File: src/rtl/core/gaoi_pkg.sv
// Shared types and constants for the grid area-of-interest table.
// Used by the controller, the datapath and the top level.
package gaoi_pkg;

   localparam logic [1:0] OP_ADD    = 2'd0;
   localparam logic [1:0] OP_REMOVE = 2'd1;
   localparam logic [1:0] OP_UPDATE = 2'd2;
   localparam logic [1:0] OP_QUERY  = 2'd3;

   localparam logic [1:0] STATUS_OK        = 2'd0;
   localparam logic [1:0] STATUS_NOT_FOUND = 2'd1;
   localparam logic [1:0] STATUS_FULL      = 2'd2;

   localparam int         RES_W       = 6;
   localparam logic [5:0] MAX_RESULTS = 6'd63;

   localparam logic [30:0] CELL_SIZE_RESET = 31'd6553600;

   typedef enum logic [2:0] {
      IDLE, FIND, WAIT_DIV, EXEC, ORIGIN, SCAN, FLUSH, RESP
   } state_type;

   typedef struct packed {
      logic       load;
      logic       scan_init;
      logic       query_mode;
      logic       scan_run;
      logic       write_slot;
      logic       clear_slot;
      logic       origin_rd;
      logic       origin_cap;
      logic       set_status;
      logic [1:0] status;
      logic       flush;
      logic       resp;
   } cmd_type;

   typedef struct packed {
      logic       scan_end;
      logic       div_done;
      logic       found;
      logic       has_free;
      logic       out_free;
      logic [1:0] op;
   } sts_type;

endpackage

File: src/rtl/core/gaoi_ctrl.sv
// Controller state machine of the grid area-of-interest table.
// Depends on gaoi_pkg; drives the datapath through cmd_type, reads sts_type.
module gaoi_ctrl
   import gaoi_pkg::*;
(
   input  logic    clock,
   input  logic    reset,
   input  logic    req_valid,
   output logic    req_ready,
   input  sts_type sts,
   output cmd_type cmd
);

   state_type state_ff, state_in;

   always_comb begin
      state_in = state_ff;
      case (state_ff)
         IDLE: begin
            if (req_valid) begin
               state_in = FIND;
            end
         end
         FIND: begin
            if (sts.scan_end) begin
               state_in = WAIT_DIV;
            end
         end
         WAIT_DIV: begin
            if (sts.div_done) begin
               state_in = EXEC;
            end
         end
         EXEC: begin
            if (sts.op == OP_QUERY && sts.found) begin
               state_in = ORIGIN;
            end else begin
               state_in = RESP;
            end
         end
         ORIGIN: state_in = SCAN;
         SCAN: begin
            if (sts.scan_end) begin
               state_in = FLUSH;
            end
         end
         FLUSH: begin
            if (sts.out_free) begin
               state_in = IDLE;
            end
         end
         RESP: begin
            if (sts.out_free) begin
               state_in = IDLE;
            end
         end
         default: state_in = IDLE;
      endcase
   end

   always_comb begin
      cmd       = '0;
      req_ready = 1'b0;
      case (state_ff)
         IDLE: begin
            req_ready     = 1'b1;
            cmd.load      = req_valid;
            cmd.scan_init = req_valid;
         end
         FIND: cmd.scan_run = 1'b1;
         WAIT_DIV: ;
         EXEC: begin
            case (sts.op)
               OP_ADD, OP_UPDATE: begin
                  cmd.set_status = 1'b1;
                  cmd.write_slot = sts.found || sts.has_free;
                  cmd.status     = (sts.found || sts.has_free) ? STATUS_OK : STATUS_FULL;
               end
               OP_REMOVE: begin
                  cmd.set_status = 1'b1;
                  cmd.clear_slot = sts.found;
                  cmd.status     = sts.found ? STATUS_OK : STATUS_NOT_FOUND;
               end
               OP_QUERY: begin
                  cmd.origin_rd  = sts.found;
                  cmd.set_status = !sts.found;
                  cmd.status     = STATUS_NOT_FOUND;
               end
               default: ;
            endcase
         end
         ORIGIN: begin
            cmd.origin_cap = 1'b1;
            cmd.scan_init  = 1'b1;
            cmd.query_mode = 1'b1;
         end
         SCAN:  cmd.scan_run = 1'b1;
         FLUSH: cmd.flush    = sts.out_free;
         RESP:  cmd.resp     = sts.out_free;
         default: ;
      endcase
   end

   always_ff @(posedge clock) begin
      if (reset) begin
         state_ff <= IDLE;
      end else begin
         state_ff <= state_in;
      end
   end

endmodule

File: config.mk
export PLATFORM = sky130hd
export DESIGN_NAME = gaoi_ctrl
export DESIGN_NICKNAME = d
export VERILOG_FILES = /design/src/rtl/core/gaoi_pkg.sv /design/src/rtl/core/gaoi_ctrl.sv
export SDC_FILE = /design/constraint.sdc
export NUM_CORES = 1
export LEC_CHECK = 0
export BUFFER_PORTS_ARGS = -buffer_cell sky130_fd_sc_hd__buf_2
export CAP_MARGIN = 25
export CELL_PAD_IN_SITES_DETAIL_PLACEMENT = 2
export CELL_PAD_IN_SITES_GLOBAL_PLACEMENT = 2
export CORE_AREA = 4 4 49 51
export CTS_CLUSTER_DIAMETER = 80
export DETAILED_ROUTE_END_ITERATION = 16
export DIE_AREA = 0 0 53 55
export PLACE_DENSITY = 0.83
export SETUP_SLACK_MARGIN = 0.02
export SKIP_LAST_GASP = 1
export SLEW_MARGIN = 20
export SYNTH_ARGS = -nofsm -noshare
export SYNTH_HDL_FRONTEND = slang
export SYNTH_SLANG_ARGS = --single-unit
File: constraint.sdc
create_clock -name clock -period 1.6 [get_ports clock]
set_clock_uncertainty 0.15 [all_clocks]
set_input_delay 0.16 -clock clock [delete_from_list [all_inputs] [get_ports clock]]
set_output_delay 0.16 -clock clock [all_outputs]
set_load 0.005 [all_outputs]
==> impl_metrics.py, run 1 <==
metrics = {
    "pwr": {
        "p_clk_frac": 0.167,
        "vdd_ir_drop_max_mv": 0.365,
        "switching_share": 0.402,
        "p_leak_nw": 0.270,
        "power_density_nw_per_um2": 1370,
        "p_switching_mw": 0.315,
        "seqPwrFrac": 0.196,
        "p_int_mw": 0.469,
        "p_comb_frac": 0.638,
    },
    "detailed_routing": {
        "ant_nets": 0,
        "vias_per_cell": 4.45,
        "drt_pass1_iterations": 2,
        "vias": 454,
        "drc": 0,
        "drtIter0Drc": 1,
        "post_drt_wl_per_cell_um": 12.3,
        "routed_wl_um": 1260,
    },
    "finish": {
        "drive_gt1_frac": 0.547,
        "layout.nets": 86,
        "area_growth_pct": 68.3,
        "largest_reg_flops": 3,
        "fillers": 248,
        "diodes": 0,
        "top_register": "state_ff",
        "largest_registers": "state_ff (3)",
        "final_area_um2": 571,
    },
    "global_route": {
        "grt_pass1_wl_um": 1880,
        "antenna_found_initial": 0,
        "grt-ovfl-total": 0,
        "grt_start_max_net_pins": 12,
        "grt_use_total": 0.0848,
        "first_global_vias": 440,
    },
    "timing": {
        "hold_violations": 0,
        "fmax_ghz": 0.646,
        "fin_crit_sh": 0.968,
        "rsz0062_at_grt": "true",
        "post-route-min-period_ps": 1550,
        "setup_violations": 0,
        "finalMaxSlewViolations": 0,
        "finalSetupTns_ps": 0,
        "tightest_slew_ps": 249,
        "slew_headroom": 0.834,
    },
    "outcome": {
        "status": "finished clean",
    },
    "yosys": {
        "yosys_register_bits": 3,
        "synth_cells": 48,
        "syn_area_um2": 339,
        "syn-num-nets": 58,
        "yosys-top-cells-area": "dfxtp_1, or2b_1, nor3_1, o221a_4, nand2_1",
        "seq_area_frac_synth": 0.177,
        "yosysUniqueCellTypes": 25,
        "yosysTopAreaCellShare": 0.177,
        "synth.avg_cell_area_um2": 7.06,
        "synth_top_area_cell": "dfxtp_1",
        "yosysWarnings": 0,
    },
    "floorplan": {
        "ioPinCount": 24,
        "rows": 16,
        "initial_core_util": 0.175,
        "die_y_um": 55,
        "dieArea_um2": 2920,
        "core_um2": 1940,
        "fp.dieW_um": 53,
    },
    "worst_setup_path": {
        "cp-end-kind": "primary output",
        "reg2reg_slack_ps": 100,
        "worst_ep_required_time_ps": 1290,
        "crit_fanout": 7,
        "r2r_start": "state_ff[1]$_SDFFE_PP0P_",
        "rr_endpoint": "state_ff[1]$_SDFFE_PP0P_",
        "timing.setup.critical_path_class": "register to primary output",
        "critPathLaunchType": "register",
        "crit_arrival_ps": 1240,
        "r2r_cells": 4,
    },
    "placement": {
        "gp_congestion": 0.674,
        "dpl.hpwl_um": 1050,
        "io_buffers": 23,
        "post_dp_cell_area_um2": 479,
    },
    "clocking": {
        "cts_root_buf": "clkbuf_4",
        "cts_tree": "yes",
        "clk_pin_slew_ps": 40,
        "h-tree-depth": 1,
        "clock-sinks": 3,
        "cts_max_path_buffers": 2,
        "numCtsBuffers": 3,
        "clk_latency_ps": 230,
    },
    "hold_path": {
        "holdCritStartpoint": "sts[2]",
        "hold_depth": 4,
        "min_to": "state_ff[2]$_SDFFE_PP0P_",
        "hp-class": "primary input to register",
    },
    "flow_run": {
        "max_cap_viol_count": 0,
    },
}
==> worst max-delay path by stage <==
| stage | slack (ps) | from | end | depth (start not counted) |
|---|---|---|---|---|
| 6_report | 50 | state_ff[1]$_SDFFE_PP0P_ | cmd[8] | 4 |
| 5_1_grt | -10 | state_ff[1]$_SDFFE_PP0P_ | cmd[8] | 4 |
| 4_1_cts | 30 | state_ff[1]$_SDFFE_PP0P_ | cmd[7] | 4 |
| 3_5_place_dp | 130 | state_ff[1]$_SDFFE_PP0P_ | cmd[3] | 4 |
| 3_3_place_gp | 190 | state_ff[1]$_SDFFE_PP0P_ | cmd[3] | 4 |
| 2_1_floorplan | 240 | state_ff[1]$_SDFFE_PP0P_ | state_ff[1]$_SDFFE_PP0P_ | 3 |
==> power by group through the flow <==
stage,clock network (mW),logic (mW),registers [mW]
floorplan,0,0.310,0.125
global placement,0,0.429,0.137
detailed placement,0,0.462,0.140
CTS,0.138,0.477,0.147
global route,0.149,0.548,0.160
finish,0.131,0.500,0.153
==> cells in the final DEF, fill, tap and decap left out, drive strengths merged <==
cell / count
buf: 27
nor2: 5
nand2: 5
clkbuf: 4
nor3: 4
or2b: 3
a21oi: 3
dfxtp: 3
nor3b: 2
nand3: 2
inv: 2
nand3b: 2
or2: 2
nor4: 1
o21ai: 1
and2: 1
nor2b: 1
mux2: 1
o221a: 1
nand4: 1
or3: 1
a311oi: 1
mux2i: 1
dlygate4sd3: 1
==> worst max-delay path: stages (launching register included) <==
cell     delay [ps]
dfxtp_4         350
nand2_2          70
or2_4           280
nor3_4          170
buf_2           130
==> layer usage <==
layer / vias up / track usage / wire length, um
met1: 216 / 0.0955 / 525
met5: - / 0 / 0
li1: 219 / - / -
met3: 0 / 0.0214 / 92
met4: 0 / 0 / 0
met2: 19 / 0.169 / 641
==> cells in the mapped netlist <==
| library cell | instances |
|---|---|
| nand2_1 | 5 |
| nor2_1 | 5 |
| nor3_1 | 4 |
| a21oi_1 | 3 |
| dfxtp_1 | 3 |
| or2b_1 | 3 |
| clkbuf_1 | 2 |
| inv_1 | 2 |
| nand3_1 | 2 |
| nand3b_1 | 2 |
| nor3b_1 | 2 |
| or2_1 | 2 |
| a311oi_2 | 1 |
| and2_1 | 1 |
| buf_2 | 1 |
| buf_4 | 1 |
| buf_6 | 1 |
| mux2_1 | 1 |
| mux2i_1 | 1 |
| nand4_1 | 1 |
| nor2b_1 | 1 |
| nor4_1 | 1 |
| o21ai_0 | 1 |
| o221a_4 | 1 |
| or3_1 | 1 |
==> repair_timing <==
action / 4_1_cts / 5_1_grt
gates resized for setup: 6 / 6
hold buffers: 1 / 0
setup buffers: 0 / 1
endpoints found under the setup margin: 6 / 4
hold endpoints to repair: 2 / 0
==> through the flow <==
stage	util	hold slack (ps)	setup slack (ps)	power [mW]	cells
floorplan	-	77.9	236	0.435	48
global placement	0.247	231	188	0.566	96
detailed placement	0.247	236	127	0.602	96
CTS	0.275	96.5	33.7	0.762	101
global route	0.294	127	-13.3	0.857	102
finish	0.294	95.6	51.0	0.784	102
==> cell families after synthesis <==
logic type	count (synthesis)	synth area share
flops	3	0.177
buf+inv	7	0.114
simple gates	30	0.483
mux	2	0.0627
compound gates	6	0.162
==> cell type report <==
cell class                 instances  area [um2]  share of cell area
timing repair buffer              28         155               0.272
tap                               27        33.8              0.0592
multi-input combinational         38         282               0.493
sequential                         3        66.3               0.116
inverter                           2        7.51              0.0132
clock buffer                       4        26.3              0.0461
(Power assumes the default switching activity.)
==> run 2, diff against run 1 <==
- BUFFER_PORTS_ARGS: -buffer_cell sky130_fd_sc_hd__buf_2 -> not set
- CORE_AREA: 4 4 49 51 -> 4 4 42 44
- DIE_AREA: 0 0 53 55 -> 0 0 46 48
- DONT_BUFFER_PORTS: not set -> 1
- PLACE_DENSITY: 0.83 -> 0.77
==> impl_metrics.py, run 2 (synthesized netlist as in run 1, its figures left out) <==
metrics = {
    "floorplan": {
        "rows": 14,
        "ioPinCount": 24,
        "core_um2": 1440,
        "fp.dieW_um": 46,
        "die_y_um": 48,
        "dieArea_um2": 2210,
        "initial_core_util": 0.236,
    },
    "detailed_routing": {
        "ant_nets": 0,
        "routed_wl_um": 1080,
        "drt_pass1_iterations": 2,
        "drtIter0Drc": 1,
        "vias": 360,
        "post_drt_wl_per_cell_um": 16.3,
        "drc": 0,
        "vias_per_cell": 5.45,
    },
    "worst_setup_path": {
        "r2r_start": "state_ff[0]$_SDFFE_PP0P_",
        "cp_top_family": "flip-flops",
        "crit_arrival_ps": 1170,
        "worstPathCellList": "nand2_1 > nor3b_1",
        "cp-end-kind": "primary output",
        "timing.setup.critical_path_class": "register to primary output",
        "cpPeakStageDelay_ps": 520,
        "r2r_cells": 4,
        "crit_fanout": 11,
        "crit_buf_inv": 0,
        "slowest_stage": "dfxtp_1",
        "worst_ep_required_time_ps": 1290,
        "critPathLaunchType": "register",
        "reg2reg_slack_ps": 160,
        "rr_endpoint": "state_ff[1]$_SDFFE_PP0P_",
    },
    "finish": {
        "largest_registers": "state_ff (3)",
        "multiInputGateArea_um2": 264,
        "fin_util": 0.281,
        "drive_gt1_frac": 0.260,
        "layout.nets": 61,
        "fillers": 184,
        "area_growth_pct": 19.2,
        "diodes": 0,
        "top_register": "state_ff",
        "final_cells": 66,
        "register_area_um2": 61.3,
        "largest_reg_flops": 3,
        "mostFrequentLayoutCells": "nand2_1, nor2_1",
    },
    "timing": {
        "slew_headroom": 0.744,
        "hold_violations": 1,
        "fin_crit_sh": 0.928,
        "post-route-min-period_ps": 1480,
        "holdWs_ps": -0.678,
        "rsz0062_at_grt": "true",
        "setup_violations": 0,
        "fmax_ghz": 0.674,
        "tightest_slew_ps": 383,
        "finalMaxSlewViolations": 0,
    },
    "clocking": {
        "cts_root_buf": "clkbuf_4",
        "cts_tree": "yes",
        "clk_pin_slew_ps": 30,
        "clock-sinks": 3,
        "post-cts-setup-buffers": 0,
        "cts_max_path_buffers": 2,
        "clk_latency_ps": 240,
        "numCtsBuffers": 3,
        "h-tree-depth": 1,
    },
    "pwr": {
        "vdd_ir_drop_max_mv": 0.324,
        "p_leak_nw": 0.144,
        "power_density_nw_per_um2": 1600,
    },
    "global_route": {
        "antenna_found_initial": 0,
        "grt_pass1_wl_um": 1650,
        "grt_start_max_net_pins": 12,
        "first_global_vias": 384,
        "grt_use_total": 0.111,
        "grt-ovfl-total": 0,
    },
    "hold_path": {
        "hp-class": "primary input to register",
        "hold_depth": 3,
        "holdCritStartpoint": "sts[2]",
        "min_to": "state_ff[2]$_SDFFE_PP0P_",
    },
    "outcome": {
        "status": "finished, violations left",
        "violations": "negative hold slack",
    },
    "placement": {
        "io_buffers": 0,
        "dpl.hpwl_um": 840,
        "gp_congestion": 0.709,
        "dpl.cell_count": 61,
    },
    "flow_run": {
        "max_cap_viol_count": 0,
    },
}
==> run 2: cell types whose count changed in the layout (fill, tap and decap cells not counted), sizes merged <==
cell and delta:
buf -25
==> run 2: worst max path at each step <==
stage | to | startpoint | cells past startpoint | slack, ps
after detailed placement | state_ff[1]$_SDFFE_PP0P_ | state_ff[0]$_SDFFE_PP0P_ | 4 | 150
after global placement | state_ff[1]$_SDFFE_PP0P_ | state_ff[0]$_SDFFE_PP0P_ | 4 | 190
after CTS | cmd[12] | state_ff[1]$_SDFFE_PP0P_ | 3 | 40
final | cmd[1] | state_ff[2]$_SDFFE_PP0P_ | 2 | 120
after global routing | cmd[1] | state_ff[2]$_SDFFE_PP0P_ | 2 | -10
after floorplan | state_ff[1]$_SDFFE_PP0P_ | state_ff[1]$_SDFFE_PP0P_ | 3 | 240
==> run 2: per-layer routing <==
metal	vias to the layer above	track usage	share of wire
met3	4	0.00376	0.071
met4	0	0.119	0.029
met1	167	0.129	0.40
met5	-	0	0
met2	22	0.176	0.50
li1	167	-	-
==> run 2: repair_timing <==
item | 4_1_cts | 5_1_grt
setup endpoints to repair | 3 | 5
hold buffers | 1 | 0
gates resized for setup | 4 | 2
pin swaps | 0 | 0
hold endpoints to repair | 3 | 0
==> run 2: tightest hold or removal path, stage by stage <==
cell and delay, ps:
nand2_1 40, nand2_1 60, a21oi_1 70
==> run 2: layout make-up <==
class	count	share of cell area
flip-flops and latches	3	0.152
clock buffers	4	0.0650
multi-input cells	38	0.653
well taps	16	0.0495
repair buffers	3	0.0619
inverters	2	0.0186
==> run 2: through the flow <==
step                      setup slack (ps)  TNS, ps  area, um2  total power, mW  hold WS (ps)
after floorplan                        236        0        339            0.435          77.9
after global placement                 193        0        343            0.476          78.9
after detailed placement               149        0        343            0.495          81.1
after CTS                             40.8        0        398            0.651          3.71
after global routing                 -9.77    -16.3        404            0.704          10.6
final                                  115        0        404            0.648        -0.678
==> run 2: power by group <==
part | switching, mW | leakage (nW) | internal (mW)
registers | 0.0426 | 0.0250 | 0.108
logic | 0.189 | 0.104 | 0.173
clock network | 0.0421 | 0.0150 | 0.0937
total | 0.274 | 0.144 | 0.374
